File: src/hdl/rgsc_pkg.sv
// Package for the rain gate stepper controller: payload structs, register
// indexes, reset values and the half-step coil table.
// No dependencies; every other file in hdl uses it.
package rgsc_pkg;

	localparam logic CMD_TICK = 1'b0;
	localparam logic CMD_POLL = 1'b1;

	localparam logic [1:0] REG_PRESSURE_LIMIT = 2'd0;
	localparam logic [1:0] REG_FULL_DISTANCE  = 2'd1;
	localparam logic [1:0] REG_MOVE_STEPS     = 2'd2;

	localparam logic [11:0] PRESSURE_LIMIT_RST = 12'd30;
	localparam logic [8:0]  FULL_DISTANCE_RST  = 9'd25;
	localparam logic [15:0] MOVE_STEPS_RST     = 16'd500;

	localparam int unsigned CFG_DATA_W = 16;

	typedef struct packed {
		logic        command;
		logic        rain_wet;
		logic [11:0] pressure_sample;
		logic [8:0]  distance_left;
		logic [8:0]  distance_right;
	} in_t;

	typedef struct packed {
		logic [3:0] coil_pattern;
		logic       motor_on;
		logic       bin_full;
		logic       last_action_open;
	} out_t;

	typedef struct packed {
		logic [11:0] pressure_limit;
		logic [8:0]  full_distance;
		logic [15:0] move_steps;
	} cfg_t;

	function automatic logic [3:0] coil_lookup(input logic [2:0] phase);
		logic [3:0] pat;
		case (phase)
			3'd0: pat = 4'h1;
			3'd1: pat = 4'h3;
			3'd2: pat = 4'h2;
			3'd3: pat = 4'h6;
			3'd4: pat = 4'h4;
			3'd5: pat = 4'hC;
			3'd6: pat = 4'h8;
			3'd7: pat = 4'h9;
			default: pat = 4'h0;
		endcase
		return pat;
	endfunction

endpackage

File: src/hdl/rain_gate_stepper_controller_core.sv
// Top level of the rain gate stepper controller: input register, result
// register and configuration registers around rgsc_step. Uses rgsc_pkg.
//
//  channel  | handshake            | payload
//  ---------+----------------------+------------------------------
//  in       | in_valid / in_stall  | in_data  (rgsc_pkg::in_t)
//  out      | out_valid / out_stall| out_data (rgsc_pkg::out_t)
//  cfg      | cfg_write            | cfg_index, cfg_data
//
// An accepted beat is held in the input register and passes through the
// state update into the result register, from which its result is offered.
// One beat is accepted per cycle when the output is not stalled; the sequencer
// state is updated combinationally and registered as each beat advances.
// Reset empties both registers and restores the default configuration.
// A stall on the output holds the result and, once the input register is
// also full, raises in_stall in the same cycle.
module rain_gate_stepper_controller_core (
	input  logic                              clk,
	input  logic                              arst_n,
	input  logic                              in_valid,
	output logic                              in_stall,
	input  rgsc_pkg::in_t                     in_data,
	output logic                              out_valid,
	input  logic                              out_stall,
	output rgsc_pkg::out_t                    out_data,
	input  logic                              cfg_write,
	input  logic [1:0]                        cfg_index,
	input  logic [rgsc_pkg::CFG_DATA_W-1:0]   cfg_data
);

	rgsc_pkg::in_t  item_s1;
	logic           valid_s1;
	rgsc_pkg::out_t result_d;
	rgsc_pkg::out_t out_data_q;
	logic           out_valid_q;
	rgsc_pkg::cfg_t cfg_q;
	logic           advance;

	assign advance  = valid_s1 && (!out_valid_q || !out_stall);
	assign in_stall = valid_s1 && !advance;

	always_ff @(posedge clk or negedge arst_n) begin
		if (!arst_n) begin
			valid_s1 <= 1'b0;
		end else if (!in_stall) begin
			valid_s1 <= in_valid;
		end
	end

	always_ff @(posedge clk) begin
		if (!in_stall && in_valid) begin
			item_s1 <= in_data;
		end
	end

	always_ff @(posedge clk or negedge arst_n) begin
		if (!arst_n) begin
			out_valid_q <= 1'b0;
		end else if (advance) begin
			out_valid_q <= 1'b1;
		end else if (!out_stall) begin
			out_valid_q <= 1'b0;
		end
	end

	always_ff @(posedge clk) begin
		if (advance) begin
			out_data_q <= result_d;
		end
	end

	always_ff @(posedge clk or negedge arst_n) begin
		if (!arst_n) begin
			cfg_q.pressure_limit <= rgsc_pkg::PRESSURE_LIMIT_RST;
			cfg_q.full_distance  <= rgsc_pkg::FULL_DISTANCE_RST;
			cfg_q.move_steps     <= rgsc_pkg::MOVE_STEPS_RST;
		end else if (cfg_write) begin
			case (cfg_index)
				rgsc_pkg::REG_PRESSURE_LIMIT: cfg_q.pressure_limit <= cfg_data[11:0];
				rgsc_pkg::REG_FULL_DISTANCE:  cfg_q.full_distance  <= cfg_data[8:0];
				rgsc_pkg::REG_MOVE_STEPS:     cfg_q.move_steps     <= cfg_data[15:0];
				default: ;
			endcase
		end
	end

	rgsc_step u_step (
		.clk     (clk),
		.arst_n  (arst_n),
		.advance (advance),
		.item    (item_s1),
		.cfg     (cfg_q),
		.result  (result_d)
	);

	assign out_valid = out_valid_q;
	assign out_data  = out_data_q;

endmodule

File: src/hdl/rgsc_step.sv
// Sequencer state and its single-pass update for one tick or poll beat.
// Depends on rgsc_pkg for the payload, configuration and coil table.
module rgsc_step (
	input  logic              clk,
	input  logic              arst_n,
	input  logic              advance,
	input  rgsc_pkg::in_t     item,
	input  rgsc_pkg::cfg_t    cfg,
	output rgsc_pkg::out_t    result
);

	logic [2:0]  phase_q,    phase_d;
	logic [15:0] steps_q,    steps_d;
	logic        back_q,     back_d;
	logic        last_open_q, last_open_d;
	logic        enabled_q,  enabled_d;
	logic [3:0]  coil_q,     coil_d;
	logic        full_q,     full_d;

	always_comb begin
		phase_d     = phase_q;
		steps_d     = steps_q;
		back_d      = back_q;
		last_open_d = last_open_q;
		enabled_d   = enabled_q;
		coil_d      = coil_q;
		full_d      = full_q;
		if (item.command == rgsc_pkg::CMD_POLL) begin
			full_d = (item.distance_left < cfg.full_distance) &&
				(item.distance_right < cfg.full_distance);
			if (!enabled_q) begin
				if (item.rain_wet && (item.pressure_sample < cfg.pressure_limit) &&
					!last_open_q) begin
					back_d      = 1'b0;
					steps_d     = '0;
					last_open_d = 1'b1;
				end else if (!item.rain_wet && last_open_q) begin
					back_d      = 1'b1;
					steps_d     = '0;
					last_open_d = 1'b0;
				end
			end
			if (steps_d < cfg.move_steps) begin
				enabled_d = 1'b1;
			end else begin
				enabled_d = 1'b0;
				coil_d    = '0;
			end
		end else if (enabled_q) begin
			coil_d = rgsc_pkg::coil_lookup(phase_q);
			if (steps_q < cfg.move_steps) begin
				phase_d = back_q ? phase_q - 3'd1 : phase_q + 3'd1;
				steps_d = steps_q + 16'd1;
			end
		end
	end

	always_ff @(posedge clk or negedge arst_n) begin
		if (!arst_n) begin
			phase_q     <= '0;
			steps_q     <= rgsc_pkg::MOVE_STEPS_RST;
			back_q      <= 1'b0;
			last_open_q <= 1'b0;
			enabled_q   <= 1'b0;
			coil_q      <= '0;
			full_q      <= 1'b0;
		end else if (advance) begin
			phase_q     <= phase_d;
			steps_q     <= steps_d;
			back_q      <= back_d;
			last_open_q <= last_open_d;
			enabled_q   <= enabled_d;
			coil_q      <= coil_d;
			full_q      <= full_d;
		end
	end

	assign result.coil_pattern     = coil_d;
	assign result.motor_on         = enabled_d;
	assign result.bin_full         = full_d;
	assign result.last_action_open = last_open_d;

endmodule

File: config.mk
export PLATFORM = sky130hd
export DESIGN_NAME = rain_gate_stepper_controller_core
export DESIGN_NICKNAME = d
export VERILOG_FILES = /design/src/hdl/rgsc_pkg.sv /design/src/hdl/rain_gate_stepper_controller_core.sv /design/src/hdl/rgsc_step.sv
export SDC_FILE = /design/constraint.sdc
export NUM_CORES = 1
export LEC_CHECK = 0
export BUFFER_PORTS_ARGS = -buffer_cell sky130_fd_sc_hd__clkbuf_2
export CAP_MARGIN = 20
export CELL_PAD_IN_SITES_DETAIL_PLACEMENT = 1
export CELL_PAD_IN_SITES_GLOBAL_PLACEMENT = 1
export CORE_MARGIN = 5
export CORE_UTILIZATION = 40
export DETAILED_ROUTE_END_ITERATION = 10
export PLACE_DENSITY_LB_ADDON = 0.1
export SLEW_MARGIN = 40
export SYNTH_ARGS = -nofsm -noshare
export SYNTH_HDL_FRONTEND = slang
export SYNTH_SLANG_ARGS = --single-unit
File: constraint.sdc
create_clock -name clk -period 4.55 [get_ports clk]
set_input_delay 0.455 -clock clk [delete_from_list [all_inputs] [get_ports clk]]
set_output_delay 0.455 -clock clk [all_outputs]
set_load 0.005 [all_outputs]
==> results of run 1 <==
cell usage after synthesis, drive strengths merged, types with 6 or more instances:
cell type | instances | area, µm²
dfstp | 19 | 499
mux2 | 27 | 304
edfxtp | 39 | 1170
a21oi | 31 | 155
and3 | 9 | 56.3
a221oi | 10 | 93.8
clkbuf | 7 | 26.3
inv | 62 | 233
nand2 | 32 | 120
ha | 58 | 726
dfrtp | 47 | 1180
buf | 6 | 30.0
nor2b | 9 | 56.3
o21ai | 37 | 189
nor2 | 26 | 97.6
nand3 | 13 | 65.1
a211oi | 7 | 52.6
nor3 | 9 | 45.0
nand4 | 7 | 43.8
a21o | 12 | 90.1
final cells by class:
cell class | instances | area share
Sequential cell | 105 | 0.433
Multi-Input combinational cell | 350 | 0.398
Timing Repair Buffer | 68 | 0.0536
Clock buffer | 11 | 0.0392
Inverter | 62 | 0.0354
Tap cell | 180 | 0.0342
Clock inverter | 5 | 0.00647
power groups by stage:
stage / registers (mW) / logic [mW] / clock network [mW]
after floorplan: 1.36 / 0.831 / 0
after global placement: 1.42 / 1.08 / 0
after detailed placement: 1.43 / 1.14 / 0
after CTS: 1.41 / 1.15 / 0.821
after global routing: 1.45 / 1.31 / 0.856
final: 1.42 / 1.14 / 0.795
flip-flops by register name, indices dropped and copies added (netlist names):
| register | flops |
|---|---|
| u_step.back_q | 1 |
| u_step.coil_q | 4 |
| u_step.phase_q | 3 |
| u_step.steps_q | 16 |
| out_data | 7 |
| u_step.full_q | 1 |
| u_step.last_open_q | 1 |
| cfg_q | 37 |
| valid_s1 | 1 |
| out_valid | 1 |
| item_s1 | 32 |
| u_step.enabled_q | 1 |
cell usage in the layout, fill, tap and decap left out, types with 10 or more instances in the layout:
cell	instances
clkbuf_2	62
clkbuf_16	10
inv_1	62
a21o_1	12
ha_1	58
nand3_1	13
nand2_1	32
a21oi_1	31
edfxtp_1	39
dfrtp_1	47
mux2_2	27
nor2_1	26
o21ai_0	34
dfstp_2	19
metrics by stage:
step	setup slack [ns]	cell area (µm²)	power, mW	hold WS, ns
floorplan	1.17	5740	2.19	0.159
global placement	0.905	6270	2.50	0.463
detailed placement	0.740	6270	2.57	0.495
CTS	0.725	6570	3.39	0.118
global route	0.378	6580	3.61	0.144
finish	0.734	6580	3.35	0.118
worst reg2reg max path, stage by stage, from the launching register on:
cell and delay [ns]:
dfstp_2 0.52, inv_1 0.04, ha_1 0.29, a21oi_1 0.13, o21ai_0 0.11, a221oi_2 0.42
o221a_2 0.52, nor2b_1 0.10, ha_1 0.22, nor4_1 0.32, o211ai_1 0.14, a211oi_1 0.27
o31a_1 0.18, o21ai_1 0.08, buf_4 0.18, o21bai_1 0.16
worst paths after layout:
kind / from / end / slack, ns / cells past startpoint
worst max-delay path: cfg_q[27]$_DFFE_PN1P_ / out_data[5]$_DFFE_PP_ / 0.73 / 15
worst min-delay path: arst_n / u_step.phase_q[2]$_DFFE_PN0P_ / 0.12 / 1
worst max register to register: cfg_q[27]$_DFFE_PN1P_ / out_data[5]$_DFFE_PP_ / 0.73 / 15
worst min register to register: cfg_q[12]$_DFFE_PN0P_ / cfg_q[12]$_DFFE_PN0P_ / 0.51 / 1
max in group asynchronous: arst_n / cfg_q[27]$_DFFE_PN1P_ / 3.43 / 2
min in group clk: in_data[21] / item_s1[21]$_DFFE_PP_ / 0.27 / 1
kinds of logic after synthesis:
kind of cell,share of synthesized area
muxes,0.0547
xor gates and xnor gates,0.00458
and+or+nand+nor,0.113
AOI/OAI and AO/OA,0.152
adders and majority gates,0.130
buffers and inverters,0.0503
DFF,0.496
per-layer routing:
metal | vias to the layer above | global-route usage | routed length, µm
li1 | 2060 | - | -
met3 | 21 | 0.0405 | 504
met2 | 70 | 0.312 | 7000
met4 | 0 | 0.0581 | 288
met1 | 2085 | 0.224 | 6460
met5 | - | 0 | 0
==> results.yml, run 1 <==
critical_path:
  worstPathMaxFanout: 17
  crit_top_cell: "ha_1"
  endpoint_kind: "flop"
  path_cells: "inv_1 > ha_1 > a21oi_1 > o21ai_0 > a221oi_2 > o221a_2 > nor2b_1 > ha_1 > nor4_1 > o211ai_1 > a211oi_1 > o31a_1 > o21ai_1 > buf_4 > o21bai_1"
  cp_slowest_cell: "dfstp_2"
  cp_top_family: "compound AO/OA/AOI/OAI gates"
  crit_required_ns: 4.74
  start_kind: "flop"
  critPathArrivalTime_ns: 4.01
  path_buf_inv: 2
  critPathMaxStageDelay_ns: 0.52
  crit_type: "flop to flop"
die:
  io-pin-count: 64
  coreArea_mm2: 0.0140
  die_h_um: 130
  start_util: 0.411
  chipWidth_um: 130
  num_rows: 43
  die_area_mm2: 0.0169
status:
  status: "finished clean"
timing:
  tightest_slew_ns: 0.815
  hold_viol_final: 0
  drv_slew: 0
  fin_crit_sh: 0.839
  tns_ns: 0
  fin_skew_ns: 0.0128
  slew_headroom: 0.455
  min_period_ns: 3.82
  rsz0062_at_grt: "no"
  setup_viol: 0
  fmax_mhz: 262
synth:
  netlist_area_mm2: 0.00574
  ys_types: 58
  synthArstFlopShare: 0.629
  ys_warn_count: 0
  syn_nets: 644
  syn-instance-count: 530
  synth_seq_cells: 105
  syn_avg_cell_area_um2: 10.8
  synth-edff-count: 39
  ys_seq_area_frac: 0.496
  yosys_most_used_dff: "dfrtp_1"
drt:
  drc: 0
  via_count: 4236
  avgRoutedWirePerCell_um: 18.2
  dr.pass1.iters: 4
  vias_per_cell: 5.42
  detail-route-antenna-nets: 0
  drtIter0Drc: 158
  drt_wl_total_um: 14300
clocking:
  clockBufferDepth: 2
  insertion_delay_ns: 0.36
  clock_sinks: 105
  cts_tree: "done"
  numCtsBuffers: 9
  hold_buffers: 0
  cts_setup_buffers: 0
  htreeDepth: 3
  cts_root_buffer: "clkbuf_16"
  cts_resized: 0
  path_clk_slew_ns: 0.08
grt:
  grt_max_degree: 43
  antenna_found_initial: 0
  grt_pass1_wl_um: 23300
  grt_pass1_vias: 4610
  grt-ovfl-total: 0
  gr-usage-all-layers: 0.180
finish:
  drive_above_1_share: 0.228
  multi_input_area_mm2: 0.00262
  num_antenna_cells: 0
  seq_area_mm2: 0.00285
  stdcell_count: 781
  fin_nets: 710
  n_fill_cell: 1570
  fin_util: 0.470
  area_growth_pct: 14.5
placement:
  globalplace.congestion: 0.850
  placedCellCount: 765
  portBuffers: 63
  post-dp-hpwl_um: 11100
power:
  swShare: 0.367
  intPower_mw: 2.12
  power_leakage_nw: 2.95
  power_switching_mw: 1.23
  clock_power_share: 0.237
  comb_power_share: 0.340
  p_seq_frac: 0.423
  power_density_mw_per_mm2: 509
  irDropWorstVdd_mv: 0.274
job:
  max_cap_violations: 0
hold_path:
  worstHoldPathType: "input port to async pin"
No activity file was read; power rests on OpenSTA's default activity.
==> run 2, diff against run 1 <==
--- a/config.mk
+++ b/config.mk
@@ -5,6 +5,7 @@
 export SDC_FILE = /design/constraint.sdc
 export NUM_CORES = 1
 export LEC_CHECK = 0
+export ABC_AREA = 1
 export BUFFER_PORTS_ARGS = -buffer_cell sky130_fd_sc_hd__clkbuf_2
 export CAP_MARGIN = 20
 export CELL_PAD_IN_SITES_DETAIL_PLACEMENT = 1
==> constraint.sdc (replaced) <==
create_clock -name clk -period 3.11 [get_ports clk]
set_input_delay 0.311 -clock clk [delete_from_list [all_inputs] [get_ports clk]]
set_output_delay 0.311 -clock clk [all_outputs]
set_load 0.005 [all_outputs]
==> run 2 against run 1 <==
Sequential power rose by 42%; utilization increased by 2.0 points; maximum frequency increased by 24%; power rose by 53%; synthesized area is 0.26% higher; global-route usage rose by 0.075 points; via count increased by 5.4%; largest power group unchanged.
==> results.yml, run 2 <==
critical_path:
  endpoint_kind: "flop"
  crit_end: "u_step.enabled_q$_DFFE_PN0P_"
  startpoint: "cfg_q[27]$_DFFE_PN1P_"
  rrSetupSlack_ns: 0.04
  r2r-end: "u_step.enabled_q$_DFFE_PN0P_"
  path_buf_inv: 7
  critPathArrivalTime_ns: 3.34
  critPathMaxStageDelay_ns: 0.54
  reg2reg_from: "cfg_q[27]$_DFFE_PN1P_"
  cp_top_family: "buffers and inverters"
  start_kind: "flop"
  cp_num_cells: 21
  cp_slowest_cell: "dfstp_2"
  crit_type: "flop to flop"
  worstPathMaxFanout: 7
  crit_top_cell: "nand2_1"
  crit_required_ns: 3.38
  path_cells: "inv_1 > ha_4 > nand2_2 > inv_1 > nand2_1 > nand2_1 > nand2_1 > nand2_2 > inv_2 > o21ai_4 > clkinv_4 > buf_4 > nor2_1 > ha_1 > nand3_1 > a21oi_2 > a2111oi_2 > buf_4 > nand2_4 > buf_6 > o22ai_2"
  reg2regPathDepth: 21
timing:
  hold_viol_final: 0
  fin_skew_ns: 0.0118
  min_period_ns: 3.07
  tightest_slew_ns: 0.591
  fin_crit_sh: 0.986
  setup_viol: 0
  rsz0062_at_grt: "yes"
  slew_headroom: 0.605
  fmax_mhz: 326
  drv_slew: 0
synth:
  synthSimpleGateAreaFrac: 0.174
  synth-edff-count: 39
  syn_nets: 742
  synthTopCellsByArea: "dfrtp_1, edfxtp_1, ha_1, dfstp_2, nand2_1"
  synth_top_family_by_area: "simple AND/OR/NAND/NOR gates"
  syn_avg_cell_area_um2: 9.17
  synth_top_area_share: 0.204
  netlist_area_mm2: 0.00576
  synthArstFlopShare: 0.629
  ys_seq_area_frac: 0.494
  synth_area_leader_cell: "dfrtp_1"
  synthAdderAreaFrac: 0.129
  synth_seq_cells: 105
  syn-instance-count: 628
  ys_warn_count: 0
  synth_compound_area_frac: 0.123
  ys_types: 43
  yosys_most_used_dff: "dfrtp_1"
  muxShareOfSynthArea: 0
  synth.most_common_cell: "nand2_1"
  synth.top_cells.by_count: "nand2_1, inv_1, ha_1"
  synthXorXnorAreaFrac: 0.00304
status:
  status: "finished clean"
grt:
  use_met3: 0.0409
  grtUsageMet2: 0.322
  busiest_layer: "met2"
  grt_max_degree: 40
  grt_pass1_vias: 4834
  grt.met1_usage: 0.229
  gr-usage-all-layers: 0.181
  grt_pass1_wl_um: 24000
  grt-ovfl-total: 0
  antenna_found_initial: 0
placement:
  post-dp-hpwl_um: 11200
  portBuffers: 63
  place_area_mm2: 0.00633
  globalplace.congestion: 0.838
die:
  coreArea_mm2: 0.0140
  start_util: 0.412
  num_rows: 43
  die_h_um: 130
  io-pin-count: 64
  die_area_mm2: 0.0169
  chipWidth_um: 130
clocking:
  numCtsBuffers: 9
  path_clk_slew_ns: 0.08
  cts_root_buffer: "clkbuf_16"
  htreeDepth: 3
  clock_sinks: 105
  cts_tree: "done"
  clockBufferDepth: 2
  insertion_delay_ns: 0.35
finish:
  fin_nets: 816
  largest_reg_flops: 37
  top_regs: "cfg_q: 37 flops, item_s1: 32 flops, u_step.steps_q: 16 flops"
  layout_commonest_cell: "nand2_1"
  drive_above_1_share: 0.233
  fin_area_mm2: 0.00686
  num_antenna_cells: 0
  layout_common_cells: "nand2_1, inv_1, clkbuf_2"
  regMostFlops: "cfg_q"
  fin_util: 0.491
  area_growth_pct: 19.1
drt:
  vias_per_cell: 5.03
  avgRoutedWirePerCell_um: 16.5
  drc: 0
  drtIter0Drc: 168
  via_count: 4466
  dr.pass1.iters: 4
  drt_wl_total_um: 14600
  detail-route-antenna-nets: 0
job:
  max_cap_violations: 0
power:
  irDropWorstVdd_mv: 0.448
  power_leakage_nw: 3.23
  power_density_mw_per_mm2: 745
hold_path:
  worstHoldPathType: "input port to flop"
  worstHoldPathCells: 1
run 2: cell count changes in the layout (fill, tap and decap cells not counted), moves of 9 or more:
cell | before | now
nand2_1 | 32 | 118
nand2_2 | 0 | 12
inv_1 | 62 | 90
o21ai_0 | 34 | 50
mux2_2 | 27 | 0
a21o_1 | 12 | 3
nor2b_1 | 9 | 0
a21oi_1 | 31 | 41
nor2_1 | 26 | 43
and3_1 | 9 | 0
run 2: logic make-up after synthesis:
group	Yosys count
XOR/XNOR	2
adder cells (fa/ha/maj)	59
AND/OR/NAND/NOR	227
AO/OA/AOI/OAI	124
flip-flops	105
buffers and inverters	111
run 2: how the worst min path moves through the flow:
| stage | start | to | slack [ns] |
|---|---|---|---|
| 6_report | in_data[29] | item_s1[29]$_DFFE_PP_ | 0.13 |
| 5_1_grt | in_data[23] | item_s1[23]$_DFFE_PP_ | 0.11 |
| 4_1_cts | arst_n | u_step.coil_q[3]$_DFFE_PN0P_ | 0.04 |
| 3_5_place_dp | arst_n | u_step.phase_q[1]$_DFFE_PN0P_ | 0.41 |
| 3_3_place_gp | arst_n | u_step.coil_q[0]$_DFFE_PN0P_ | 0.42 |
| 2_1_floorplan | arst_n | cfg_q[0]$_DFFE_PN0P_ | 0.02 |
run 2: repair_timing:
action | 4_1_cts | 5_1_grt
setup endpoints to repair | 5 | 10
buffers inserted | 0 | 1
hold buffers | 0 | 1
pin swaps | 3 | 3
resized for setup | 8 | 32
hold endpoints to repair | 0 | 21
run 2: power by group:
part / internal (mW) / total (mW) / switching [mW]
Clock: 0.719 / 1.25 / 0.532
Sequential: 1.79 / 2.02 / 0.230
Combinational: 0.726 / 1.85 / 1.12
Total: 3.23 / 5.11 / 1.88
run 2: layout make-up:
cell class / count / area [µm²]
clock buffer: 10 / 229
clock inverter: 6 / 97.6
fill: 1646 / 7130
inverter: 96 / 365
multi-input combinational: 412 / 2650
sequential: 105 / 2850
tap: 180 / 225
timing repair buffer: 78 / 449
run 2: through the flow:
stage / power, mW / setup slack, ns / hold slack (ns) / cells / TNS [ns]
finish: 5.11 / 0.0445 / 0.126 / 887 / 0
global route: 5.52 / -0.198 / 0.107 / 887 / -1.68
CTS: 5.04 / 0.00501 / 0.0367 / 885 / 0
detailed placement: 3.72 / -0.0631 / 0.411 / 869 / -0.164
global placement: 3.59 / 0.0949 / 0.423 / 869 / 0
floorplan: 3.16 / 0.0374 / 0.0154 / 628 / 0
run 2: routing by layer:
| layer | routed length (µm) | part of all wire |
|---|---|---|
| met5 | 0 | 0 |
| met4 | 131 | 0.0090 |
| met3 | 409 | 0.028 |
| met2 | 7590 | 0.52 |
| met1 | 6480 | 0.44 |
